--- src/design/mrf_ram.sv ---
// simple dual-port synchronous ram, one write and one registered read port
// read data holds while read enable is low; no package dependency
`default_nettype none

module mrf_ram #(
    parameter int WIDTH   = 8,
    parameter int ADDR_W  = 4,
    parameter int DEPTH_N = 16
) (
    input  wire logic              clk,
    input  wire logic              we,
    input  wire logic [ADDR_W-1:0] waddr,
    input  wire logic [WIDTH-1:0]  wdata,
    input  wire logic              re,
    input  wire logic [ADDR_W-1:0] raddr,
    output logic      [WIDTH-1:0]  rdata
);

    logic [WIDTH-1:0] mem [DEPTH_N];
    logic [WIDTH-1:0] rdata_reg;

    always_ff @(posedge clk)
    begin
        if (we)
        begin
            mem[waddr] <= wdata;
        end
        if (re)
        begin
            rdata_reg <= mem[raddr];
        end
    end

    assign rdata = rdata_reg;

endmodule

`default_nettype wire

--- config.mk ---
export PLATFORM = sky130hd
export DESIGN_NAME = mrf_ram
export DESIGN_NICKNAME = d
export VERILOG_FILES = /design/src/design/mrf_ram.sv
export SDC_FILE = /design/constraint.sdc
export NUM_CORES = 1
export LEC_CHECK = 0
export BUFFER_PORTS_ARGS = -buffer_cell sky130_fd_sc_hd__buf_2
export CAP_MARGIN = 30
export CORE_MARGIN = 2
export CORE_UTILIZATION = 55
export CTS_BUF_LIST = sky130_fd_sc_hd__clkbuf_4
export DETAILED_ROUTE_END_ITERATION = 10
export HOLD_SLACK_MARGIN = 0.02
export PLACE_DENSITY_LB_ADDON = 0.05
export SLEW_MARGIN = 20
export SYNTH_ARGS = -nofsm -noshare
export SYNTH_HDL_FRONTEND = slang
export SYNTH_SLANG_ARGS = --single-unit
--- constraint.sdc ---
create_clock -name clk -period 1.5 [get_ports clk]
set_input_delay 0.15 -clock clk [delete_from_list [all_inputs] [get_ports clk]]
set_output_delay 0.15 -clock clk [all_outputs]
set_load 0.01 [all_outputs]
Word level (Yosys, flattened, before mapping)
Memory sizes are Yosys's and may differ from the RTL's. A register that Yosys moved wholly into a read port is not among the register bits. Index checks and enable logic that the tools add are counted.

Muxes and demuxes: 2.

Operators with widths (count): two-way mux 1 bit (2).

Flip-flop bits (word level): 0. RAM bits: 128. Input port bits: 19. Memories: 1.

Memory list: mem (depth 16, bits a word 8, read ports 1, clocked after Yosys merged registers in 1, write ports 1, line 19) `logic [WIDTH-1:0] mem [DEPTH_N];`.

Logic depth before layout (Yosys ltp)
Gate-level depths: netlist of run 1.

Word-level depth: 2. Mapped depth: 5. Depth with buffers taken out: 3.

Worst setup path before layout of run 1
No wires, ideal clock.

Kind: in2reg. Start point: input port waddr[2]. End point: memory mem[0][0], enable pin. Setup time: 0.383 ns. Arrival: 1.260 ns. Setup slack: -0.143 ns. Cell stages on the path: 2. Path buffers: 0. Cells stage by stage: or3b_2 -> nor3_1.

RTL lines: from (decl) (line 12) `input wire logic [ADDR_W-1:0] waddr,`; to (decl) (line 19).

No word-level cell before the write port.

==> results of run 1 <==
==> cell type report <==
| type | instances | area, um2 | share of cell area, % |
|---|---|---|---|
| sequential | 136 | 4080 | 66.0 |
| multi-input combinational | 83 | 1090 | 17.6 |
| timing repair buffer | 65 | 483 | 7.81 |
| clock inverter | 15 | 239 | 3.86 |
| tap | 129 | 161 | 2.61 |
| clock buffer | 17 | 128 | 2.06 |
==> critical path, stage by stage (launching register included) <==
cell and delay, ns:
edfxtp_1 0.38, mux4_1 0.51, a22oi_2 0.24, nand2_1 0.07
==> how the worst max path moves through the flow <==
stage / from / endpoint / slack (ns) / depth (start not counted)
floorplan: raddr[0] / rdata[1]$_DFFE_PP_ / 0.07 / 5
global placement: raddr[0] / rdata[3]$_DFFE_PP_ / -0.24 / 6
detailed placement: raddr[0] / rdata[4]$_DFFE_PP_ / -0.22 / 6
CTS: mem[10][3]$_DFFE_PP_ / rdata[3]$_DFFE_PP_ / 0.03 / 3
global route: mem[9][4]$_DFFE_PP_ / rdata[4]$_DFFE_PP_ / 0.01 / 3
finish: mem[10][3]$_DFFE_PP_ / rdata[3]$_DFFE_PP_ / 0.05 / 3
==> where the power goes <==
group,total [W],switching [W],internal (W)
clock network,0.00289,0.00136,0.00153
logic,0.000447,0.000241,0.000206
registers,0.00429,0.0000209,0.00427
total,0.00763,0.00162,0.00601
==> timing repair <==
action,in CTS,in global routing
resized for setup,0,11
setup buffers,0,0
hold buffers,9,0
setup endpoints to repair,0,8
hold endpoints to repair,117,0
==> cells by family (layout without fill, tap and decap cells) <==
family	Yosys count	count (layout)	share of synthesized area [%]
buffers and inverters	10	97	1.65
muxes	32	32	14.8
and+or+nand+nor	35	35	3.14
AOI/OAI and AO/OA	16	16	2.30
DFF	136	136	78.1
==> per-layer routing <==
layer  part of all wire, %  vias up  wire (um)
met2                    49       85       4610
met1                    44     1253       4110
met4                   1.2        0        110
li1                      -     1130          -
met3                   5.4       13        500
met5                     0        -          0
==> per-stage QoR <==
stage	cell area (um2)	std cells
final	6190	445
after global routing	6190	445
after CTS	6160	445
after detailed placement	5700	404
after global placement	5700	404
after floorplan	5230	229
==> synthesized netlist by cell type <==
library cell | number | area [um2]
nor2_1 | 13 | 48.8
nor3_1 | 4 | 20.0
nand2_1 | 9 | 33.8
mux4_2 | 18 | 405
buf_2 | 3 | 15.0
mux4_1 | 14 | 368
or3b_2 | 1 | 8.76
edfxtp_1 | 136 | 4080
and2_1 | 1 | 6.26
nand3_1 | 1 | 5.00
nand2b_1 | 2 | 12.5
and2b_1 | 1 | 7.51
nand3b_1 | 2 | 15.0
a22oi_1 | 16 | 120
nor2b_1 | 1 | 6.26
buf_4 | 1 | 7.51
buf_6 | 3 | 33.8
clkdlybuf4s25_2 | 3 | 30.0
==> cell usage in the layout, fill, tap and decap left out <==
cell type        n
clkbuf_4        17
inv_6            4
and2b_1          1
clkinv_4         4
mux4_1          11
nor3_2           1
nor2b_1          1
nand3_1          1
and2_1           1
nand2_1          9
a22oi_1          8
inv_8            1
buf_2           26
mux4_2          21
or3b_2           1
buf_4           27
edfxtp_1       136
buf_12           3
nand2b_1         2
bufinv_16        5
nor3_1           3
nand3b_1         2
nor2_1          13
a22oi_2          8
dlygate4sd3_1    9
clkinvlp_4       1
==> results by group, run 1 <==
Worst hold path
  – Hold Path Class: input pin to register
  – Hold Startpoint: waddr[0]
  – Hold Path Sink: mem[0][3]$_DFFE_PP_
  – Cell count of the worst hold path: 3

Synthesis
  – Synth unique cells: 18
  – Yosys reg bits: 136
  – Syn Nets: 248
  – Syn avg cell area: 22.8 um2
  – Post-synth design cell area: 0.00523 mm2
  – Synth warn: 0
  – Register area share after synthesis: 78.1%
  – Post-Synthesis Cells: 229

Finish
  – Fin nets: 322
  – Fin util: 66.9%
  – Area Overhead vs Synth: 18.3%
  – Number of flip-flops in the largest register: 128
  – Ant diodes: 0
  – Fill count: 598
  – Share of cells above drive strength 1: 37.7%

Timing
  – Worst Max-Slew Pin Slew: 0.860 ns
  – Setup Skew: 0.0261 ns
  – Tmin final: 1.45 ns
  – Final period util: 96.5%
  – Slew HR: 42.5%
  – Unrepaired setup endpoints after global routing: no
  – Fmax: 0.691 GHz
  – Max-slew violation count: 0
  – Final hold vios: 0
  – WHS: 0.189 ns
  – Final setup TNS: 0 ns
  – Final setup violation count: 0
  – Setup slack after layout: 0.0531 ns

Routing
  – Number of remaining DRC errors: 0
  – DRT Pass-1 Iters: 4
  – Final wirelength: 9330 um
  – Routed len/inst: 21.0 um
  – Vias/cell: 5.58
  – Initial DRC Count: 153
  – Final ANT Viol Nets: 0
  – Vias: 2481

Placement
  – Buffers on Ports: 26
  – Setup WS pre-CTS: -0.218 ns
  – Dpl hpwl: 6230 um
  – GP Congestion: 0.747

Die
  – Die Y: 101 um
  – Die area: 0.0103 mm2
  – Initial cell density of the core: 56.6%
  – Die Span X: 101 um
  – Num ports: 27
  – Floorplan row count: 35
  – Core footprint: 0.00924 mm2

GRT
  – GR Util met1: 27.6%
  – Met2 Use GR: 32.6%
  – Global route overflow: 0
  – Most Crowded Layer GR: met2
  – Global-route met3 utilization: 4.49%
  – Number of global-route vias before repair: 2565
  – Total global-route track usage: 20.2%
  – First-pass GRT wire length: 14400 um
  – Antenna violations before repair: 0
  – Largest net degree at the start of global routing: 17

Worst setup path
  – Reg-to-reg critical path startpoint: mem[10][3]$_DFFE_PP_
  – Required @ worst endpoint: 1.76 ns
  – Critical Path Source Type: register
  – CP endpoint kind: register
  – R2r setup slk: 0.05 ns
  – Critical path peak fanout: 1
  – R2R Path End: rdata[3]$_DFFE_PP_
  – Worst Path Arrival: 1.71 ns
  – Worst Reg-to-Reg Cells: 3
  – Critical path class: register to register

Clock network
  – CTS clk-pin slew, worst paths: 0.14 ns
  – Inserted Clock Buffers: 17
  – Clk_lat worst skew: 0.51 ns
  – Max Buffers Root-to-Sink: 2
  – CTS H-tree lvls: 4
  – CTS root buf: clkbuf_4
  – CTS sink count: 136
  – TritonCTS clock tree: yes

Run
  – Maximum capacitance violations: 0

Power
  – Pwr Total: 0.00763 W
  – Leak Pwr: 2.10 nW
  – Peak supply drop: 0.841 mV
  – Power Dens Cells: 1230 mW/mm2

Outcome
  – Status: complete, no violations
Power figures use the tool's default switching activity.
==> run 2, diff against run 1 <==
CORE_ASPECT_RATIO = 0.7   (was default)
CORE_UTILIZATION = 25   (was 55)
==> run 2 against run 1 <==
  * Non-clock buffer count is 3 higher
  * Final area is 3.3% higher
  * Clock skew is 0.010 ns lower
  * Setup slack better by 0.0015 ns
  * Sequential power hardly changed
  * First-iteration DRC count is 14% lower
  * Count of clock-buffer cells in the layout is 2 higher
  * Sequential share of layout area is 2.1 points lower
==> results by group, run 2 (synthesis results as in run 1) <==
Timing
  – Final hold vios: 0 (unchanged)
  – Tmin final: 1.45 ns (about the same)
  – Final period util: 96.4% (was 96.5%)
  – Max-slew violation count: 0 (unchanged)
  – Fmax: 0.692 GHz (was 0.691 GHz)
  – Setup Skew: 0.0157 ns (was 0.0261 ns)
  – Final setup violation count: 0 (unchanged)
  – Worst Max-Slew Pin Slew: 0.847 ns (was 0.860 ns)
  – Slew HR: 43.3% (was 42.5%)
  – Unrepaired setup endpoints after global routing: no (unchanged)

Clock network
  – CTS root buf: clkbuf_4 (unchanged)
  – CTS H-tree lvls: 4 (unchanged)
  – Post-CTS setup buffers: 0 (unchanged)
  – CTS sink count: 136 (unchanged)
  – TritonCTS clock tree: yes (unchanged)
  – Inserted Clock Buffers: 17 (unchanged)
  – Max Buffers Root-to-Sink: 2 (unchanged)
  – CTS clk-pin slew, worst paths: 0.12 ns (was 0.14 ns)
  – Clk_lat worst skew: 0.54 ns (was 0.51 ns)

Die
  – Core footprint: 0.0206 mm2 (was 0.00924 mm2)
  – Floorplan row count: 44 (was 35)
  – Initial cell density of the core: 25.3% (was 56.6%)
  – Die Y: 125 um (was 101 um)
  – Die Span X: 177 um (was 101 um)
  – Die area: 0.0221 mm2 (was 0.0103 mm2)
  – Num ports: 27 (unchanged)

Power
  – Peak supply drop: 0.467 mV (was 0.841 mV)
  – Leak Pwr: 2.12 nW (was 2.10 nW)
  – Power Dens Cells: 1140 mW/mm2 (was 1230 mW/mm2)
  – Pwr Total: 0.00731 W (was 0.00763 W)

Routing
  – Number of remaining DRC errors: 0 (unchanged)
  – DRT Pass-1 Iters: 4 (unchanged)
  – Vias/cell: 4.24 (was 5.58)
  – Initial DRC Count: 131 (was 153)
  – Routed len/inst: 21.1 um (was 21.0 um)
  – Final ANT Viol Nets: 0 (unchanged)
  – Final wirelength: 12600 um (was 9330 um)
  – Vias: 2521 (was 2481)

Placement
  – Total placed instance area: 0.00597 mm2 (was 0.00570 mm2)
  – Buffers on Ports: 26 (unchanged)
  – Dpl hpwl: 8510 um (was 6230 um)
  – GP Congestion: 0.665 (was 0.747)

Finish
  – Final Cell Area: 0.00639 mm2 (was 0.00619 mm2)
  – Number of flip-flops in the largest register: 128 (unchanged)
  – Ant diodes: 0 (unchanged)
  – Area occupied by multi-input gates: 0.00108 mm2 (was 0.00109 mm2)
  – Fin nets: 325 (was 322)
  – Area Overhead vs Synth: 22.2% (was 18.3%)
  – Commonest non-fill, non-tap cell in the layout: edfxtp_1 (unchanged)
  – Most frequent cells in the layout: edfxtp_1, buf_2, buf_4, clkbuf_4, mux4_2 (was edfxtp_1, buf_4, buf_2, mux4_2, clkbuf_4)
  – Fin util: 31.0% (was 66.9%)
  – Sequential Area: 0.00408 mm2 (unchanged)
  – Share of cells above drive strength 1: 35.4% (was 37.7%)
  – Fill count: 2032 (was 598)

GRT
  – Number of global-route vias before repair: 2621 (was 2565)
  – Global-route met3 utilization: 3.32% (was 4.49%)
  – Total global-route track usage: 12.2% (was 20.2%)
  – First-pass GRT wire length: 18300 um (was 14400 um)
  – GR Util met1: 18.1% (was 27.6%)
  – Most Crowded Layer GR: met1 (was met2)
  – Met2 Use GR: 17.1% (was 32.6%)
  – Largest net degree at the start of global routing: 20 (was 17)
  – Antenna violations before repair: 0 (unchanged)
  – Global route overflow: 0 (unchanged)

Worst setup path
  – Worst Path Arrival: 1.74 ns (was 1.71 ns)
  – Critical path peak fanout: 1 (unchanged)
  – Required @ worst endpoint: 1.79 ns (was 1.76 ns)
  – R2r setup slk: 0.05 ns (about the same)
  – Critical path class: register to register (unchanged)
  – CP endpoint kind: register (unchanged)
  – Critical Path Source Type: register (unchanged)

Outcome
  – Status: complete, no violations (unchanged)

Worst hold path
  – Hold Path Class: input pin to register (unchanged)

Run
  – Maximum capacitance violations: 0 (unchanged)
[run 2: cell types whose count changed in the layout (fill, tap and decap cells not counted), sizes merged]
cell / previous run / this run
clkbuf: 17 / 19
buf: 56 / 59
bufinv: 5 / 3
clkinv: 4 / 9
inv: 5 / 0
[run 2: repair_timing]
item | CTS | global route
pin swaps | 0 | 2
endpoints found under the setup margin | 1 | 4
hold endpoints to repair | 136 | 0
gates resized for setup | 1 | 3
hold buffers | 9 | 0
[run 2: cell type report]
cell class / count / area share, %
sequential: 136 / 63.9
timing repair buffer: 68 / 9.09
multi-input combinational: 83 / 16.9
clock buffer: 19 / 2.23
clock inverter: 13 / 2.43
tap: 276 / 5.40
[run 2: report_power, final]
| group | switching (W) | internal (W) | leakage, nW |
|---|---|---|---|
| sequential | 0.0000265 | 0.00427 | 1.24 |
| clock | 0.00134 | 0.00118 | 0.161 |
| combinational | 0.000263 | 0.000228 | 0.720 |
| total | 0.00163 | 0.00568 | 2.12 |
[run 2: path summary, 6_finish.rpt]
path	start	end	depth (start not counted)
max reg2reg	mem[2][7]$_DFFE_PP_	rdata[7]$_DFFE_PP_	3
max	mem[2][7]$_DFFE_PP_	rdata[7]$_DFFE_PP_	3
min reg2reg	mem[14][1]$_DFFE_PP_	rdata[1]$_DFFE_PP_	3
min	raddr[2]	rdata[0]$_DFFE_PP_	4
[run 2: metal layers]
| metal | part of all wire, % | vias up |
|---|---|---|
| met2 | 44 | 55 |
| li1 | - | 1135 |
| met5 | 0 | - |
| met1 | 51 | 1322 |
| met3 | 4.5 | 9 |
| met4 | 1.0 | 0 |
[run 2: per-stage QoR]
stage                     setup slack, ns  hold WS (ns)  std cells  setup TNS (ns)
after CTS                         0.00109         0.182        594               0
after global placement             -0.263         0.551        553           -1.56
after detailed placement           -0.233         0.560        553           -1.49
final                              0.0546         0.183        595               0
after global routing              0.00305         0.155        595               0
after floorplan                    0.0676         0.249        229               0
[run 2: critical path, stage by stage (launching register included)]
cell and delay (ns):
edfxtp_1 0.38, mux4_2 0.46, a22oi_1 0.29, nand2_1 0.09
==> run 3, diff against run 2 <==
PLACE_DENSITY_LB_ADDON = default   (was 0.05)
==> run 3 against run 2 <==
  * Combinational power fell by 10%
  * Die area is the same
  * Sequential share of layout area grew 1.1 points
  * Non-clock buffer count decreased by 5
  * Global-route usage fell by 1.7 points
  * Register-to-register slack better by 0.02 ns
  * Count of clock-buffer cells in the layout is 2 lower
  * Final area down 1.6%
  * Final cell count down 1.2%
  * Critical endpoint is now rdata[3]$_DFFE_PP_
  * Setup slack improved by 0.018 ns
  * Critical path depth did not move
  * Core utilization is 0.50 points lower
==> results by group, run 3 (synthesis results as in run 1) <==
GRT
  – Global route overflow: 0 (unchanged)
  – Largest net degree at the start of global routing: 18 (was 20)
  – Antenna violations before repair: 2 (was 0)
  – Number of global-route vias before repair: 2741 (was 2621)
  – First-pass GRT wire length: 16700 um (was 18300 um)
  – Total global-route track usage: 10.5% (was 12.2%)

Timing
  – Max-slew violation count: 0 (unchanged)
  – Worst Max-Slew Pin Slew: 0.879 ns (was 0.847 ns)
  – Final hold vios: 0 (unchanged)
  – Slew HR: 41.3% (was 43.3%)
  – Unrepaired setup endpoints after global routing: no (unchanged)
  – Final period util: 95.2% (was 96.4%)
  – Final setup violation count: 0 (unchanged)
  – Setup slack after layout: 0.0724 ns (was 0.0546 ns)
  – Final setup TNS: 0 ns (unchanged)
  – Tmin final: 1.43 ns (was 1.45 ns)
  – Setup Skew: 0.0216 ns (was 0.0157 ns)
  – Fmax: 0.700 GHz (was 0.692 GHz)

Finish
  – Area Overhead vs Synth: 20.2% (was 22.2%)
  – Most frequent cells in the layout: edfxtp_1, buf_2, buf_4, mux4_2, clkbuf_4 (was edfxtp_1, buf_2, buf_4, clkbuf_4, mux4_2)
  – Number of flip-flops in the largest register: 128 (unchanged)
  – Share of cells above drive strength 1: 34.0% (was 35.4%)
  – Fin nets: 320 (was 325)
  – Commonest non-fill, non-tap cell in the layout: edfxtp_1 (unchanged)
  – Ant diodes: 0 (unchanged)
  – Final Cell Area: 0.00629 mm2 (was 0.00639 mm2)
  – Fin util: 30.4% (was 31.0%)

Placement
  – GP Congestion: 0.740 (was 0.665)
  – Total placed instance area: 0.00588 mm2 (was 0.00597 mm2)
  – Buffers on Ports: 26 (unchanged)
  – Dpl hpwl: 7500 um (was 8510 um)
  – Setup WS pre-CTS: -0.180 ns (was -0.233 ns)

Worst setup path
  – Critical path peak fanout: 1 (unchanged)
  – Worst setup startpoint: mem[9][3]$_DFFE_PP_ (was mem[2][7]$_DFFE_PP_)
  – Top Family by Delay on Critical Path: multiplexers (unchanged)
  – Reg-to-reg critical path startpoint: mem[9][3]$_DFFE_PP_ (was mem[2][7]$_DFFE_PP_)
  – CP endpoint kind: register (unchanged)
  – Required @ worst endpoint: 1.78 ns (was 1.79 ns)
  – Critical Path Source Type: register (unchanged)
  – Critical path class: register to register (unchanged)
  – Largest stage delay, worst path: 0.52 ns (was 0.46 ns)
  – Crit-path slowest cell: mux4_1 (was mux4_2)
  – R2r setup slk: 0.07 ns (was 0.05 ns)
  – Worst Path Arrival: 1.71 ns (was 1.74 ns)
  – Sequence of cells on the critical path: mux4_1, a22oi_1, nand2_1 (was mux4_2, a22oi_1, nand2_1)
  – R2R Path End: rdata[3]$_DFFE_PP_ (was rdata[7]$_DFFE_PP_)
  – CP Buf/Inv Count: 0 (unchanged)
  – Worst Reg-to-Reg Cells: 3 (unchanged)

Run
  – Maximum capacitance violations: 0 (unchanged)

Clock network
  – CTS clk-pin slew, worst paths: 0.13 ns (was 0.12 ns)
  – TritonCTS clock tree: yes (unchanged)
  – CTS H-tree lvls: 4 (unchanged)
  – CTS sink count: 136 (unchanged)
  – Clk_lat worst skew: 0.52 ns (was 0.54 ns)
  – Max Buffers Root-to-Sink: 2 (unchanged)
  – CTS root buf: clkbuf_4 (unchanged)
  – Inserted Clock Buffers: 17 (unchanged)

Routing
  – Number of remaining DRC errors: 0 (unchanged)
  – Initial DRC Count: 211 (was 131)
  – Vias/cell: 4.35 (was 4.24)
  – Final ANT Viol Nets: 0 (unchanged)
  – Final wirelength: 11000 um (was 12600 um)
  – DRT Pass-1 Iters: 4 (unchanged)
  – Routed len/inst: 18.6 um (was 21.1 um)
  – Vias: 2559 (was 2521)

Worst hold path
  – Hold Path Class: input pin to register (unchanged)
  – Hold Path Sink: mem[0][0]$_DFFE_PP_ (was rdata[0]$_DFFE_PP_)
  – Cell count of the worst hold path: 3 (was 4)
  – Hold Startpoint: waddr[0] (was raddr[2])

Die
  – Floorplan row count: 44 (unchanged)
  – Die Y: 125 um (unchanged)
  – Die Span X: 177 um (unchanged)
  – Core footprint: 0.0206 mm2 (unchanged)
  – Num ports: 27 (unchanged)
  – Die area: 0.0221 mm2 (unchanged)
  – Initial cell density of the core: 25.3% (unchanged)

Outcome
  – Status: complete, no violations (unchanged)

Power
  – Power Dens Cells: 1170 mW/mm2 (was 1140 mW/mm2)
  – Peak supply drop: 0.404 mV (was 0.467 mV)
  – Leak Pwr: 2.07 nW (was 2.12 nW)
## run 3: changes by cell type in the layout (fill, tap and decap cells not counted), sizes merged
cell      change
buf           -5
inv           +1
clkbuf        -2
clkinv        -3
clkinvlp      +1
bufinv        +1
## run 3: how the worst max path moves through the flow
stage	end	slack [ns]	cells past startpoint
floorplan	rdata[1]$_DFFE_PP_	0.07	5
global placement	rdata[4]$_DFFE_PP_	-0.21	5
detailed placement	rdata[4]$_DFFE_PP_	-0.18	5
CTS	rdata[0]$_DFFE_PP_	0.02	3
global route	rdata[0]$_DFFE_PP_	0.005	3
finish	rdata[3]$_DFFE_PP_	0.07	3
## run 3: routing by layer
| metal | part of all wire [%] | vias up | track usage [%] |
|---|---|---|---|
| li1 | - | 1127 | - |
| met1 | 49 | 1358 | 15.6 |
| met3 | 6.2 | 6 | 3.38 |
| met5 | 0 | - | 0 |
| met4 | 0.47 | 0 | 2.24 |
| met2 | 45 | 68 | 15.1 |
## run 3: where the power goes
group          internal [W]  total [W]  switching, W
logic              0.000201   0.000441      0.000240
clock network       0.00130    0.00261       0.00131
registers           0.00427    0.00430     0.0000267
total               0.00578    0.00735       0.00158
## run 3: repair_timing
item | 4_1_cts | 5_1_grt
hold endpoints to repair | 136 | 0
gates resized for setup | 0 | 3
buffers inserted | 0 | 0
setup endpoints to repair | 0 | 2
hold buffers | 9 | 0
## run 3: layout make-up
cell class              count  area [um2]
repair buffers             63         480
well taps                 276         345
flip-flops and latches    136        4080
clock inverters            13         180
clock buffers              17         128
fillers                  2007       14400
multi-input cells          83        1070
## run 3: stage by stage
step                hold slack [ns]  instances  power [W]
floorplan                     0.249        229    0.00460
global placement              0.534        549    0.00480
detailed placement            0.548        549    0.00482
CTS                           0.135        588    0.00742
global route                  0.144        588    0.00762
finish                        0.183        588    0.00735
## run 3: tightest hold or removal path, cell delays in order
cell	delay, ns
buf_2	0.16
nor3_2	0.08
buf_4	0.15
