$ cat src/design/mrf_pkg.sv
// message ring fifo package: status and command codes, fixed field widths
// no dependencies
`default_nettype none

package mrf_pkg;

    localparam int STATUS_W = 2;
    localparam int OCC_W    = 4;
    localparam int BYTE_W   = 8;
    localparam int LEN_W    = 7;

    typedef logic [STATUS_W-1:0] status_t;
    typedef logic [BYTE_W-1:0]   byte_t;
    typedef logic [LEN_W-1:0]    len_t;
    typedef logic [OCC_W-1:0]    occ_t;

    localparam status_t ST_OK       = 2'd0;
    localparam status_t ST_OVERFLOW = 2'd1;
    localparam status_t ST_LENGTH   = 2'd2;
    localparam status_t ST_UNDERRUN = 2'd3;

    localparam logic CMD_PUSH = 1'b0;
    localparam logic CMD_POP  = 1'b1;

endpackage

`default_nettype wire

$ cat src/design/mrf_ctrl.sv
// message ring fifo sequencer: ring indexes, push bookkeeping, pop streaming
// and the output register; drives the payload and length rams; uses mrf_pkg
`default_nettype none

module mrf_ctrl
    import mrf_pkg::*;
#(
    parameter int DEPTH    = 16,
    parameter int BUF_SIZE = 64,
    parameter int IW       = 4,
    parameter int AW       = 10
) (
    input  wire logic          clk,
    input  wire logic          rst_n,
    input  wire logic          in_valid,
    output logic               in_ready,
    input  wire logic          cmd,
    input  wire byte_t         data_byte,
    input  wire logic          last_byte,
    input  wire len_t          len_limit,
    output logic               out_valid,
    input  wire logic          out_ready,
    output status_t            status,
    output occ_t               occupancy,
    output byte_t              out_byte,
    output logic               has_byte,
    output len_t               msg_length,
    output logic               last_result,
    output logic               pay_we,
    output logic      [AW-1:0] pay_waddr,
    output byte_t              pay_wdata,
    output logic               pay_re,
    output logic      [AW-1:0] pay_raddr,
    input  wire byte_t         pay_rdata,
    output logic               len_we,
    output logic      [IW-1:0] len_waddr,
    output len_t               len_wdata,
    output logic               len_re,
    output logic      [IW-1:0] len_raddr,
    input  wire len_t          len_rdata
);

    localparam int CW  = $clog2(BUF_SIZE + 1);
    localparam int OCW = (IW > OCC_W) ? IW : OCC_W;

    localparam logic [1:0] S_IDLE   = 2'd0;
    localparam logic [1:0] S_LEN    = 2'd1;
    localparam logic [1:0] S_STREAM = 2'd2;

    function automatic logic [IW-1:0] inc_idx(input logic [IW-1:0] i);
        return (i == IW'(DEPTH - 1)) ? '0 : i + 1'b1;
    endfunction

    function automatic logic [OCW-1:0] occ_of(input logic [IW-1:0] h,
                                               input logic [IW-1:0] t);
        logic [OCW-1:0] d;
        d = OCW'(t) - OCW'(h);
        if (t < h)
        begin
            d = d + OCW'(DEPTH);
        end
        return d;
    endfunction

    logic [1:0]    state_reg, state_next;
    logic [IW-1:0] head_reg, head_next;
    logic [IW-1:0] tail_reg, tail_next;
    logic [CW-1:0] wc_reg, wc_next;
    logic          drop_reg, drop_next;
    len_t          maxlen_reg, maxlen_next;
    len_t          plen_reg, plen_next;
    len_t          idx_reg, idx_next;
    logic [AW-1:0] rd_base_reg, rd_base_next;
    logic          out_valid_reg, out_valid_next;

    status_t       status_reg, status_next;
    logic [OCW-1:0] occ_reg, occ_next;
    byte_t         byte_reg, byte_next;
    logic          has_reg, has_next;
    len_t          len_reg, len_next;
    logic          last_reg, last_next;

    logic          can_load;
    logic          load;
    logic          accept;
    logic          room;
    len_t          len_c;
    logic [AW-1:0] head_base;
    logic [AW-1:0] tail_base;

    assign head_base = AW'(head_reg) * AW'(BUF_SIZE);
    assign tail_base = AW'(tail_reg) * AW'(BUF_SIZE);
    assign can_load  = !out_valid_reg || out_ready;
    // a push byte that is not the last one needs no room in the output register
    assign in_ready  = (state_reg == S_IDLE) &&
                       (can_load || !((cmd == CMD_PUSH) && last_byte));
    assign accept    = in_valid && in_ready;
    assign room      = wc_reg < CW'(BUF_SIZE);
    assign len_c     = (len_rdata > LEN_W'(BUF_SIZE)) ? LEN_W'(BUF_SIZE) : len_rdata;

    always_comb
    begin
        state_next   = state_reg;
        head_next    = head_reg;
        tail_next    = tail_reg;
        wc_next      = wc_reg;
        drop_next    = drop_reg;
        maxlen_next  = maxlen_reg;
        plen_next    = plen_reg;
        idx_next     = idx_reg;
        rd_base_next = rd_base_reg;

        pay_we    = 1'b0;
        pay_waddr = tail_base + AW'(wc_reg);
        pay_wdata = data_byte;
        pay_re    = 1'b0;
        pay_raddr = head_base;
        len_we    = 1'b0;
        len_waddr = tail_reg;
        len_wdata = LEN_W'(wc_reg) + LEN_W'(1);
        len_re    = 1'b0;
        len_raddr = head_reg;

        load        = 1'b0;
        status_next = ST_OK;
        occ_next    = occ_of(head_reg, tail_reg);
        byte_next   = '0;
        has_next    = 1'b0;
        len_next    = '0;
        last_next   = 1'b1;

        unique case (state_reg)
            S_IDLE:
            begin
                if (accept)
                begin
                    if (cmd == CMD_PUSH)
                    begin
                        if (room)
                        begin
                            pay_we  = 1'b1;
                            wc_next = wc_reg + 1'b1;
                        end
                        else
                        begin
                            drop_next = 1'b1;
                        end
                        if (last_byte)
                        begin
                            load = 1'b1;
                            if (occ_of(head_reg, tail_reg) == OCW'(DEPTH - 1))
                            begin
                                status_next = ST_OVERFLOW;
                            end
                            else if (drop_reg || !room)
                            begin
                                status_next = ST_LENGTH;
                            end
                            else
                            begin
                                len_we    = 1'b1;
                                tail_next = inc_idx(tail_reg);
                                occ_next  = occ_of(head_reg, inc_idx(tail_reg));
                            end
                            wc_next   = '0;
                            drop_next = 1'b0;
                        end
                    end
                    else
                    begin
                        maxlen_next = len_limit;
                        len_re      = 1'b1;
                        state_next  = S_LEN;
                    end
                end
            end
            S_LEN:
            begin
                if (can_load)
                begin
                    if (head_reg == tail_reg)
                    begin
                        load        = 1'b1;
                        status_next = ST_UNDERRUN;
                        occ_next    = '0;
                        state_next  = S_IDLE;
                    end
                    else if (len_c > maxlen_reg)
                    begin
                        load        = 1'b1;
                        status_next = ST_LENGTH;
                        len_next    = len_c;
                        state_next  = S_IDLE;
                    end
                    else
                    begin
                        head_next = inc_idx(head_reg);
                        if (len_c == '0)
                        begin
                            load       = 1'b1;
                            occ_next   = occ_of(inc_idx(head_reg), tail_reg);
                            state_next = S_IDLE;
                        end
                        else
                        begin
                            // fetch the first byte, the stream follows one per cycle while the output is not stalled
                            pay_re       = 1'b1;
                            pay_raddr    = head_base;
                            rd_base_next = head_base;
                            plen_next    = len_c;
                            idx_next     = '0;
                            state_next   = S_STREAM;
                        end
                    end
                end
            end
            S_STREAM:
            begin
                if (can_load)
                begin
                    load      = 1'b1;
                    byte_next = pay_rdata;
                    has_next  = 1'b1;
                    len_next  = plen_reg;
                    last_next = (idx_reg + 1'b1) == plen_reg;
                    if ((idx_reg + 1'b1) == plen_reg)
                    begin
                        state_next = S_IDLE;
                    end
                    else
                    begin
                        idx_next  = idx_reg + 1'b1;
                        pay_re    = 1'b1;
                        pay_raddr = rd_base_reg + AW'(idx_reg + 1'b1);
                    end
                end
            end
            default:
            begin
                state_next = S_IDLE;
            end
        endcase
    end

    always_comb
    begin
        if (load)
        begin
            out_valid_next = 1'b1;
        end
        else if (out_ready)
        begin
            out_valid_next = 1'b0;
        end
        else
        begin
            out_valid_next = out_valid_reg;
        end
    end

    always_ff @(posedge clk or negedge rst_n)
    begin
        if (!rst_n)
        begin
            state_reg     <= S_IDLE;
            head_reg      <= '0;
            tail_reg      <= '0;
            wc_reg        <= '0;
            drop_reg      <= 1'b0;
            out_valid_reg <= 1'b0;
        end
        else
        begin
            state_reg     <= state_next;
            head_reg      <= head_next;
            tail_reg      <= tail_next;
            wc_reg        <= wc_next;
            drop_reg      <= drop_next;
            out_valid_reg <= out_valid_next;
        end
    end

    always_ff @(posedge clk)
    begin
        maxlen_reg  <= maxlen_next;
        plen_reg    <= plen_next;
        idx_reg     <= idx_next;
        rd_base_reg <= rd_base_next;
        if (load)
        begin
            status_reg <= status_next;
            occ_reg    <= occ_next;
            byte_reg   <= byte_next;
            has_reg    <= has_next;
            len_reg    <= len_next;
            last_reg   <= last_next;
        end
    end

    assign out_valid   = out_valid_reg;
    assign status      = status_reg;
    assign occupancy   = occ_reg[OCC_W-1:0];
    assign out_byte    = byte_reg;
    assign has_byte    = has_reg;
    assign msg_length  = len_reg;
    assign last_result = last_reg;

endmodule

`default_nettype wire

$ cat config.mk
export PLATFORM = sky130hd
export DESIGN_NAME = mrf_ctrl
export DESIGN_NICKNAME = d
export VERILOG_FILES = /design/src/design/mrf_pkg.sv /design/src/design/mrf_ctrl.sv
export SDC_FILE = /design/constraint.sdc
export NUM_CORES = 1
export LEC_CHECK = 0
export BUFFER_PORTS_ARGS = -buffer_cell sky130_fd_sc_hd__buf_4
export CORE_UTILIZATION = 40
export CTS_CLUSTER_DIAMETER = 60
export CTS_CLUSTER_SIZE = 16
export DETAILED_ROUTE_END_ITERATION = 7
export HOLD_SLACK_MARGIN = 0.06
export PLACE_DENSITY = 0.63
export SLEW_MARGIN = 40
export SYNTH_ARGS = -nofsm -noshare
export SYNTH_HDL_FRONTEND = slang
export SYNTH_SLANG_ARGS = --single-unit
$ cat constraint.sdc
create_clock -name clk -period 7.8 [get_ports clk]
set_input_delay 0.78 -clock clk [delete_from_list [all_inputs] [get_ports clk]]
set_output_delay 0.78 -clock clk [all_outputs]
set_load 0.05 [all_outputs]
-- Yosys cells after proc, flatten, opt, wreduce, memory -nomap -nowiden
Cells that the tools add are included.
- memory bits (writable): 0
- bits in registers: 67
- input bits: 36
- memories: 0
- ROM bits: 0
- bits in latches: 0
- output and inout bits: 72
- muxes and demuxes: 85
- bitwise logic cells: 6
- shifts and indexed selects: 0
- add/sub/neg operators: 10
- $lt $le $gt $ge: 3
- div/mod/pow operators: 0
- reductions and logical operators: 23
- equality and inequality tests: 17
- multipliers: 0
- operators with widths (cell ; count):
    $mux 7 ; 13
    $mux 4 ; 15
    $mux 2 ; 16
    $mux 1 ; 31
    $mux 10 ; 3
    $pmux 7 s2 ; 2
    $ne 2x2->1 const B ; 10
    $add 7x1->7 const B ; 2
    $eq 4x4->1 const B ; 3
    $reduce_and 4->1 ; 3
    $sub 4x4->4 ; 3
    $add 10x7->10 ; 1
    $add 10x8->10 ; 1
    $reduce_and 5->1 ; 2
    $add 4x1->4 const B ; 2
    $add 7x1->8 const B ; 1
    $pmux 4 s2 ; 1
    $eq 7x7->1 ; 1
    $gt 7x7->1 ; 1
    $gt 7x7->1 const B ; 1
    $logic_not 7->1 ; 1
    $lt 7x7->1 const B ; 1
    $reduce_and 7->1 ; 1
    $not 1->1 ; 6
    other kinds (15) ; 23

-- Depth between registers and ports, before layout
Gate-level depths: netlist of run 1.
- word-level depth: 14
- mapped depth: 10
- gate-level depth less buffers: 10

-- Worst setup path after synthesis of run 1
OpenSTA, ideal clock, no wires.
- kind: input port to output port
- from: input port len_rdata[6]
- to: output port pay_re
- stages on the path: 10
- data arrival time: 3.612 ns
- data required time: 7.020 ns
- path buffers: 2
- setup slack: 3.408 ns
- path through: clkbuf_1 -> nor2b_1 -> ha_1 -> nor2b_1 -> o21ai_0 -> a21oi_1 -> o21ai_0 -> buf_2 -> nand2_1 -> a211oi_1
- word-level cells in the longest chain between the ends: 8
- elaborated cells between the ends (all ways): 9
- those cells by class: order compare (2); mux (6); reduce/logical (1)
- RTL lines (element ; line ; source):
    start: declaration ; mrf_ctrl.sv:40 ; input wire len_t len_rdata
    $gt 7x7->1 (*) ; mrf_ctrl.sv:99 ; assign len_c = (len_rdata > LEN_W'(BUF_SIZE)) ? LEN_W'(BUF_SIZE) : len_rdata;
    $mux 7 (*) ; mrf_ctrl.sv:99 ;
    net len_c[1] ; mrf_ctrl.sv:87 ; len_t len_c;
    parallel branches: the longest is 2 deep, another holds $gt 7x7->1 ; - ;
    $mux 1 (*) ; mrf_ctrl.sv:188 ; else if (len_c > maxlen_reg)
    $mux 1 (*) ; mrf_ctrl.sv:181 ; if (head_reg == tail_reg)
    $mux 1 (*) ; mrf_ctrl.sv:179 ; if (can_load)
    $pmux 1 s2 (*) ; mrf_ctrl.sv:132 ; unique case (state_reg)
    end: declaration ; mrf_ctrl.sv:32 ; output logic pay_re,
Mark *: on every way through the listed nets, which the timed path passes.

-- Worst setup path in the final report of run 1
Same ends and word-level chain as after synthesis.

==> run_results.csv, run 1 <==
group,metric,value,unit
placement,dpl.hpwl,7650,um
die,num_rows,37,
die,die-area,11100,sq um
die,core,10300,sq um
power_and_ir_drop,sw_frac_of_total,50.8,%
yosys,synth-main-ff-cell,"edfxtp_1",
final_layout,nets,544,
power_and_ir_drop,power_frac_comb,62.5,%
yosys,yosys_warnings,0,
route,drc,0,
clocking,clk_pin_slew,0.08,ns
sta,fin_crit,3.66,ns
route,vias,3281,
clocking,clock_latency,0.35,ns
setup_path,crit_required,7.02,ns
clocking,cts_resized,0,
clocking,htree_levels,3,
power_and_ir_drop,p_leak,2.31,nW
placement,dp_slack,4.19,ns
power_and_ir_drop,pwr_density_cell,478,nW/um^2
sta,report.final.hold_viol_count,0,
yosys,synth_edf_count,48,
clocking,hold_buffers,0,
worst_hold_path,hp-class,"primary input to asynchronous set/reset pin",
yosys,synthSimpleGateAreaFrac,15.9,%
global_routing,first_global_vias,3102,
yosys,synth.area.mux_share,2.49,%
clocking,cts_tree,"done",
yosys,ys_ff_latch,67,
power_and_ir_drop,totalPowerFinal,2.46,mW
global_routing,overflow,0,
setup_path,crit_path_end_kind,"primary output",
die,die_h,105,um
sta,fin_ws,4.14,ns
setup_path,critPathMaxFanout,13,
die,initial_core_util,41.4,%
placement,io_buffers,91,
final_layout,fin_cells,619,
sta,period_share,46.9,%
yosys,async_reset_ff_share,28.4,%
yosys,synth_cell_types,54,
route,antenna_left,0,
outcome,status,"finished, final reports clean",
yosys,netlist_area,4280,sq um
final_layout,drive_above_1_share,26.5,%
yosys,synth_fa_ha_area_share,9.31,%
route,drtIter0Drc,194,
final_layout,largest_reg_flops,8,
sta,worst_slew_pin_slew,0.776,ns
yosys,synth_cells,407,
route,via_per_inst,5.30,
die,num_io_pins,108,
yosys,syn_area_per_cell,10.5,sq um
setup_path,worstPathArrival,2.88,ns
setup_path,crit_family,"compound AO/OA/AOI/OAI gates",
setup_path,critPathLaunchType,"primary input",
setup_path,critPathSlowestCell,"a211oi_1",
clocking,clock_sinks,67,
yosys,yosysSeqAreaShare,44.8,%
yosys,synth_xor_area_share,8.05,%
die,die_w,105,um
final_layout,area_growth,20.2,%
flow_run,max_cap_viol_count,0,
route,wl_per_cell,16.3,um
power_and_ir_drop,p_int,1.21,mW
placement,placed_cells,603,
setup_path,critPathBufInv,3,
setup_path,critical_path_class,"primary input to primary output",
power_and_ir_drop,switchingPower,1.25,mW
sta,slew_headroom,47.8,%
sta,slew_viol_final,0,
global_routing,grtUsageTotal,18.7,%
setup_path,crit_chain,"buf_4 -> nor2b_1 -> ha_1 -> nor2b_1 -> o21ai_0 -> a21oi_1 -> o21ai_0 -> buf_4 -> nand2_1 -> a211oi_1 -> buf_4",
setup_path,reg2reg_slack,4.98,ns
clocking,cts_buffer_depth,2,
sta,max_freq,273,MHz
sta,setup_viol,0,
power_and_ir_drop,pwr-share-clk,10.0,%
yosys,synth_compound_area_share,11.9,%
placement,gp_congestion,0.908,
setup_path,cp_common_cell,"buf_4",
yosys,synth_top_family_by_area,"simple AND/OR/NAND/NOR gates",
final_layout,antenna_cells,0,
clocking,post_cts_buffers,0,
power_and_ir_drop,vdd_ir_drop_max,334,uV
route,postRouteWirelength,10100,um
setup_path,slowest_delay,0.37,ns
global_routing,antenna_found_initial,0,
global_routing,grt_pass1_wl,16100,um
yosys,syn_nets,473,
clocking,root_buffer,"clkbuf_8",
global_routing,grt_max_degree,20,
sta,skew,0.0130,ns
sta,fin_setup_tns,0,ns
power_and_ir_drop,pwr-share-seq,27.4,%
sta,rsz0062_at_grt,"false",
clocking,numCtsBuffers,9,
route,drt_first_pass_iters,4,
==> layer usage <==
| layer | global-route usage, % | share of wire [%] |
|---|---|---|
| met4 | 6.74 | 1.3 |
| met1 | 25.4 | 47 |
| met5 | 0 | 0 |
| met2 | 29.7 | 46 |
| met3 | 3.65 | 5.2 |
==> cells by family (layout without fill, tap and decap cells) <==
logic type / Yosys count / count (layout)
AND/OR/NAND/NOR: 124 / 124
AO/OA/AOI/OAI: 76 / 76
flip-flops: 67 / 67
buffers and inverters: 67 / 143
XOR/XNOR: 33 / 33
adder cells (fa/ha/maj): 30 / 30
multiplexers: 10 / 10
==> cells in the final DEF, fill, tap and decap left out, types with 3 or more instances in the layout <==
cell,n
buf_4,92
edfxtp_1,48
inv_1,33
nor2_1,27
ha_1,27
o21ai_0,21
a21oi_1,21
nand3_1,19
nand2_1,19
dfrtp_1,19
xnor2_1,17
and3_1,16
xor2_1,12
nor2b_1,9
clkbuf_8,9
nand2b_1,8
a32o_1,6
a21o_1,6
nor3_1,5
mux2i_1,5
clkinv_2,5
nand4_1,4
xnor3_1,4
a31oi_1,3
o31ai_1,3
mux2_2,3
fa_1,3
==> worst paths after layout <==
check / startpoint / cells past startpoint / to
min in group clk: wc_reg[1] / 2 / wc_reg[1]
worst min-delay path: rst_n / 1 / len_waddr[0]
worst min register to register: wc_reg[1] / 2 / wc_reg[1]
worst max-delay path: len_rdata[6] / 11 / pay_re
worst max register to register: len_raddr[1] / 9 / last_result
max in group asynchronous: rst_n / 1 / state_reg[0]
==> power by group through the flow <==
stage | Sequential, mW | Clock (mW) | Combinational (mW)
after CTS | 0.674 | 0.254 | 1.54
after global placement | 0.681 | 0 | 1.50
after global routing | 0.690 | 0.266 | 1.65
final | 0.674 | 0.247 | 1.54
after floorplan | 0.902 | 0 | 0.906
after detailed placement | 0.681 | 0 | 1.53
==> synthesized netlist by cell type (3+ instances only) <==
master / instances / share of area, %
nor2_1: 28 / 2.5
nand3_1: 19 / 2.2
xnor2_1: 17 / 3.5
nand2b_1: 8 / 1.2
a31oi_1: 3 / 0.44
edfxtp_1: 48 / 34
o31ai_1: 3 / 0.53
mux2i_1: 5 / 1.2
xor2_1: 12 / 2.5
inv_1: 33 / 2.9
fa_1: 3 / 1.4
mux2_2: 3 / 0.79
o21ai_0: 21 / 2.5
buf_2: 4 / 0.47
nand2_1: 19 / 1.7
ha_1: 27 / 7.9
nor2b_1: 10 / 1.5
dfrtp_1: 19 / 11
a32o_1: 6 / 1.4
and3_1: 16 / 2.3
nor3_1: 5 / 0.59
nand4_1: 4 / 0.59
xnor3_1: 4 / 2.1
a21o_1: 6 / 1.1
buf_4: 15 / 2.6
clkbuf_1: 14 / 1.2
a21oi_1: 21 / 2.5
==> final cells by class <==
| type | count | area (sq um) |
|---|---|---|
| clock buffers | 10 | 128 |
| clock inverters | 6 | 32.5 |
| fillers | 955 | 5180 |
| inverters | 33 | 124 |
| multi-input cells | 273 | 2060 |
| flip-flops and latches | 67 | 1920 |
| well taps | 136 | 170 |
| repair buffers | 94 | 713 |
==> through the flow <==
stage          instance area, sq um  hold slack [ns]  utilization (%)
6_report                       5140            0.303             49.8
5_1_grt                        5140            0.312             49.8
4_1_cts                        5140            0.301             49.8
3_5_place_dp                   4980            0.576             48.2
3_3_place_gp                   4950            0.546             47.9
2_1_floorplan                  4280            0.484                -
Note: power is estimated with default switching activity, not from simulation.
==> run 2: changes to the inputs <==
- clock period: 7.8 -> 3.6 ns (I/O delays scaled with it)
==> run 2 against run 1 <==
Effect of this change:
- clock power grew to 2.8 times the previous value
- non-clock buffer count grew 5
- sequential share of layout area shrank 0.71 points
- critical path depth shrank 2
- die area is the same
- critical endpoint is now len_we
- global-route usage grew 0.51 points
==> run_results.csv, run 2 (synthesis results as in run 1) <==
group,metric,value,unit
global_routing,grt_pass1_wl,16500,um
route,antenna_left,0,
clocking,cts_buffer_depth,2,
clocking,numCtsBuffers,9,
sta,rsz0062_at_grt,"false",
final_layout,layout_common_cells,"buf_4 (97), edfxtp_1 (48), inv_1 (33), nor2_1 (28), ha_1 (27)",
setup_path,crit_path_end_kind,"primary output",
power_and_ir_drop,p_leak,2.35,nW
power_and_ir_drop,p_int,2.80,mW
sta,slew_viol_final,0,
sta,max_freq,315,MHz
die,die-area,11100,sq um
final_layout,design_area,5240,sq um
setup_path,critical_path_class,"flop to primary output",
clocking,cts_resized,0,
setup_path,critPathLaunchType,"flop",
final_layout,seq_area,1920,sq um
placement,gp_congestion,0.918,
flow_run,max_cap_viol_count,0,
route,postRouteWirelength,10200,um
setup_path,reg2reg_slack,0.90,ns
clocking,htree_levels,3,
die,num_rows,37,
clocking,clk_pin_slew,0.08,ns
route,drt_first_pass_iters,4,
route,drtIter0Drc,222,
setup_path,crit_end,"len_we",
sta,slew_headroom,59.7,%
global_routing,overflow,0,
power_and_ir_drop,sw_frac_of_total,49.5,%
route,drc,0,
sta,holdWs,0.194,ns
clocking,root_buffer,"clkbuf_8",
clocking,clock_latency,0.35,ns
worst_hold_path,hp-class,"primary input to flop",
final_layout,final_common_cell,"buf_4",
die,num_io_pins,108,
die,core,10300,sq um
power_and_ir_drop,power_frac_comb,61.4,%
power_and_ir_drop,switchingPower,2.75,mW
route,wl_per_cell,16.3,um
sta,period_share,88.2,%
die,die_h,105,um
outcome,status,"finished, final reports clean",
setup_path,r2r_start,"state_reg[1]",
sta,fin_crit,3.17,ns
power_and_ir_drop,pwr-share-seq,26.0,%
final_layout,antenna_cells,0,
setup_path,crit_required,3.24,ns
setup_path,r2r_cells,8,
final_layout,largest_reg_flops,8,
sta,fin_setup_tns,0,ns
die,initial_core_util,41.4,%
power_and_ir_drop,vdd_ir_drop_max,837,uV
clocking,post_cts_buffers,0,
setup_path,reg2reg_to,"occupancy[2]",
power_and_ir_drop,pwr-share-clk,12.6,%
final_layout,nets,549,
placement,io_buffers,91,
final_layout,postLayoutCoreUtil,50.8,%
placement,dpl.hpwl,7660,um
final_layout,area_growth,22.6,%
sta,skew,0.0130,ns
route,via_per_inst,5.20,
setup_path,crit_path_start,"len_waddr[0]",
final_layout,fillers,920,
final_layout,multiInputGateArea,2050,sq um
final_layout,drive_above_1_share,26.6,%
clocking,clock_sinks,67,
power_and_ir_drop,pwr_density_cell,1060,nW/um^2
setup_path,critPathMaxFanout,9,
sta,worst_slew_pin_slew,0.605,ns
setup_path,worstPathArrival,2.81,ns
global_routing,grt_max_degree,20,
global_routing,grtUsageTotal,19.2,%
sta,setup_viol,0,
clocking,cts_tree,"done",
sta,report.final.hold_viol_count,0,
global_routing,antenna_found_initial,0,
die,die_w,105,um
route,vias,3242,
global_routing,first_global_vias,3105,
placement,postPlaceCellArea,5000,sq um
==> run 2: what timing repair did <==
item | in CTS | in global routing
hold buffers | 1 | 0
setup endpoints to repair | 0 | 0
hold endpoints to repair | 19 | 0
==> run 2: through the flow <==
| step | power, mW | cells | worst slack, ns |
|---|---|---|---|
| CTS | 5.56 | 624 | 0.441 |
| detailed placement | 4.83 | 607 | 0.772 |
| global route | 5.89 | 624 | 0.216 |
| floorplan | 3.92 | 407 | 0.0482 |
| global placement | 4.81 | 607 | 0.787 |
| finish | 5.55 | 624 | 0.426 |
==> run 2: how the worst min path moves through the flow <==
stage	start	end	slack (ns)	depth (start not counted)
finish	len_limit[2]	maxlen_reg[2]	0.19	1
floorplan	rst_n	drop_reg	0.06	0
CTS	len_limit[2]	maxlen_reg[2]	0.18	1
global placement	rst_n	len_waddr[0]	0.26	1
global route	len_limit[5]	maxlen_reg[5]	0.18	1
detailed placement	rst_n	len_waddr[0]	0.26	1
==> run 2: power by group through the flow <==
stage	sequential (mW)	combinational (mW)	clock (mW)
2_1_floorplan	1.96	1.96	0
3_3_place_gp	1.46	3.35	0
3_5_place_dp	1.46	3.37	0
4_1_cts	1.45	3.40	0.712
5_1_grt	1.49	3.66	0.746
6_report	1.44	3.41	0.697
==> run 2: cell type report <==
type                    instances  area share, %
multi-input cells             273           39.2
flip-flops and latches         67           36.6
clock inverters                 6           1.74
repair buffers                 99           14.5
clock buffers                  10           2.44
well taps                     136           3.25
inverters                      33           2.36
==> run 2: critical path, cell delays in order, from the launching register on <==
cell and delay (ns):
dfrtp_1 0.44, inv_1 0.16, ha_1 0.19, inv_1 0.06
fa_1 0.37, xor2_1 0.31, nand3_1 0.20, o31ai_4 0.41
inv_1 0.11, buf_4 0.21
==> run 2: routing by layer <==
| metal | share of wire (%) | track usage [%] | vias to the layer above |
|---|---|---|---|
| met5 | 0 | 0 | - |
| met4 | 1.2 | 5.03 | 0 |
| met3 | 5.2 | 3.71 | 18 |
| met2 | 46 | 30.4 | 98 |
| met1 | 48 | 26.9 | 1542 |
| li1 | - | - | 1584 |
==> run 3: changes to the inputs <==
- CORE_MARGIN: unset -> 10
- PLACE_DENSITY: 0.63 -> 0.65
- clock period: 3.6 -> 2.6 ns (I/O delays scaled with it)
==> run 3 against run 2 <==
Effect of this change:
- the flow now finishes with violations (setup timing)
- power grew 51%
- die area rose by 37%
- critical endpoint is now pay_raddr[6]
- hold slack worse by 0.10 ns
- sequential share of layout area down 2.4 points
- clock skew increased by 0.0044 ns
- count of clock-buffer cells in the layout rose by 3
- largest power group unchanged
- worst setup slack got worse by 0.57 ns
- final cell count increased by 4.3%
- combinational power grew 62%
- via count is 6.5% higher
- non-clock buffer count is 27 higher
==> run_results.csv, run 3 (synthesis results as in run 1) <==
group,metric,value,unit
setup_path,crit_path_end_kind,"primary output",
final_layout,multiInputGateArea,2220,sq um
sta,skew,0.0173,ns
sta,period_share,106,%
power_and_ir_drop,vdd_ir_drop_max,777,uV
setup_path,critical_path_class,"flop to primary output",
placement,io_buffers,91,
clocking,root_buffer,"clkbuf_8",
final_layout,design_area,5630,sq um
setup_path,critPathMaxFanout,5,
clocking,numCtsBuffers,9,
global_routing,first_global_vias,3375,
placement,postPlaceCellArea,5170,sq um
power_and_ir_drop,pwr_density_cell,1490,nW/um^2
worst_hold_path,hp-class,"primary input to flop",
placement,dpl.hpwl,8820,um
sta,slew_viol_final,0,
setup_path,worstPathArrival,2.48,ns
die,num_rows,37,
sta,slew_headroom,62.9,%
die,die_w,123,um
final_layout,seq_area,1920,sq um
global_routing,overflow,0,
global_routing,grt_pass1_wl,17900,um
outcome,violations,"setup timing",
clocking,cts_tree,"done",
clocking,htree_levels,3,
sta,max_freq,364,MHz
setup_path,crit_required,2.34,ns
route,wl_per_cell,18.1,um
global_routing,grt_max_degree,20,
route,postRouteWirelength,11800,um
final_layout,antenna_cells,0,
final_layout,final_common_cell,"buf_4",
clocking,clock_latency,0.35,ns
die,initial_core_util,41.2,%
final_layout,area_growth,31.7,%
route,drc,0,
sta,fin_ws,-0.145,ns
sta,setup_viol,11,
route,antenna_left,0,
sta,rsz0062_at_grt,"true",
worst_hold_path,holdPathStages,1,
route,drt_first_pass_iters,4,
sta,worst_slew_pin_slew,0.556,ns
flow_run,max_cap_viol_count,0,
route,via_per_inst,5.30,
setup_path,critPathLaunchType,"flop",
die,num_io_pins,108,
die,die-area,15200,sq um
setup_path,r2r_cells,8,
clocking,clock_sinks,67,
power_and_ir_drop,p_leak,2.49,nW
outcome,status,"complete, but fails checks",
final_layout,drive_above_1_share,36.5,%
route,vias,3453,
placement,placed_cells,623,
sta,report.final.hold_viol_count,0,
clocking,cts_buffer_depth,2,
final_layout,largest_reg_flops,8,
global_routing,antenna_found_initial,0,
global_routing,grtUsageTotal,15.1,%
die,core,10400,sq um
clocking,clk_pin_slew,0.07,ns
final_layout,fin_cells,651,
final_layout,layout_common_cells,"buf_4 (115), edfxtp_1 (48), inv_1 (29), nor2_1 (25), ha_1 (22)",
route,drtIter0Drc,365,
final_layout,nets,576,
sta,fin_crit,2.74,ns
die,die_h,123,um
placement,gp_congestion,0.870,
final_layout,fillers,927,
run 3: changes by cell type in the layout (fill, tap and decap cells not counted), moves of 4 or more:
cell and change:
and3_1 -4, buf_4 +18, buf_6 +7, dfrtp_1 -5, dfrtp_2 +5, ha_1 -5, inv_1 -4
run 3: stage by stage:
stage | worst slack [ns] | util [%] | hold slack (ns) | setup TNS (ns) | power (mW)
after floorplan | -0.0278 | - | -0.0356 | -0.0985 | 5.53
after global placement | 0.137 | 49.9 | 0.162 | 0 | 6.89
after detailed placement | 0.0537 | 49.9 | 0.165 | 0 | 6.94
after CTS | -0.148 | 52.5 | 0.0821 | -0.939 | 7.97
after global routing | -0.243 | 54.3 | 0.0769 | -2.21 | 8.88
final | -0.145 | 54.3 | 0.0923 | -1.00 | 8.37
run 3: what timing repair did:
item                                   in CTS  in global routing
setup buffers                               2                  9
endpoints found under the hold margin      19                  0
gates resized for setup                    18                 23
pin swaps                                   5                  5
hold buffers                                1                  0
setup endpoints to repair                  12                 13
run 3: metal layers:
metal  track usage (%)  part of all wire (%)  vias up
li1                  -                     -     1643
met1              18.1                    41     1678
met2              25.0                    50      116
met3              4.92                   7.6       16
met4              5.17                   1.7        0
met5                 0                     0        -
run 3: power by group:
group	leakage [nW]	total, mW	switching (mW)	internal [mW]
sequential	0.699	1.99	0.305	1.69
combinational	1.70	5.52	3.37	2.16
clock	0.0951	0.852	0.386	0.466
total	2.49	8.37	4.06	4.31
run 3: layout make-up:
| type | instances | area share, % |
|---|---|---|
| clock buffer | 13 | 2.64 |
| inverter | 33 | 2.24 |
| tap | 136 | 3.02 |
| clock inverter | 3 | 0.689 |
| timing repair buffer | 126 | 17.8 |
| sequential | 67 | 34.2 |
| multi-input combinational | 273 | 39.4 |
run 3: final timing paths:
kind,start,endpoint,slack (ns)
hold reg to reg,state_reg[0],state_reg[0],0.58
min in group asynchronous,rst_n,len_waddr[1],0.32
setup reg to reg,len_raddr[1],occupancy[3],0.17
setup / recovery,idx_reg[0],pay_raddr[6],-0.14
max in group asynchronous,rst_n,len_raddr[1],2.03
hold / removal,len_limit[2],maxlen_reg[2],0.09
run 3: worst max-delay path, cell delays in order, from the launching register on:
cell and delay (ns):
edfxtp_1 0.44, ha_4 0.21, a21bo_2 0.19, mux2_4 0.25, mux2i_1 0.13, and4_4 0.24
nand2b_4 0.19, mux2_4 0.33, buf_8 0.15
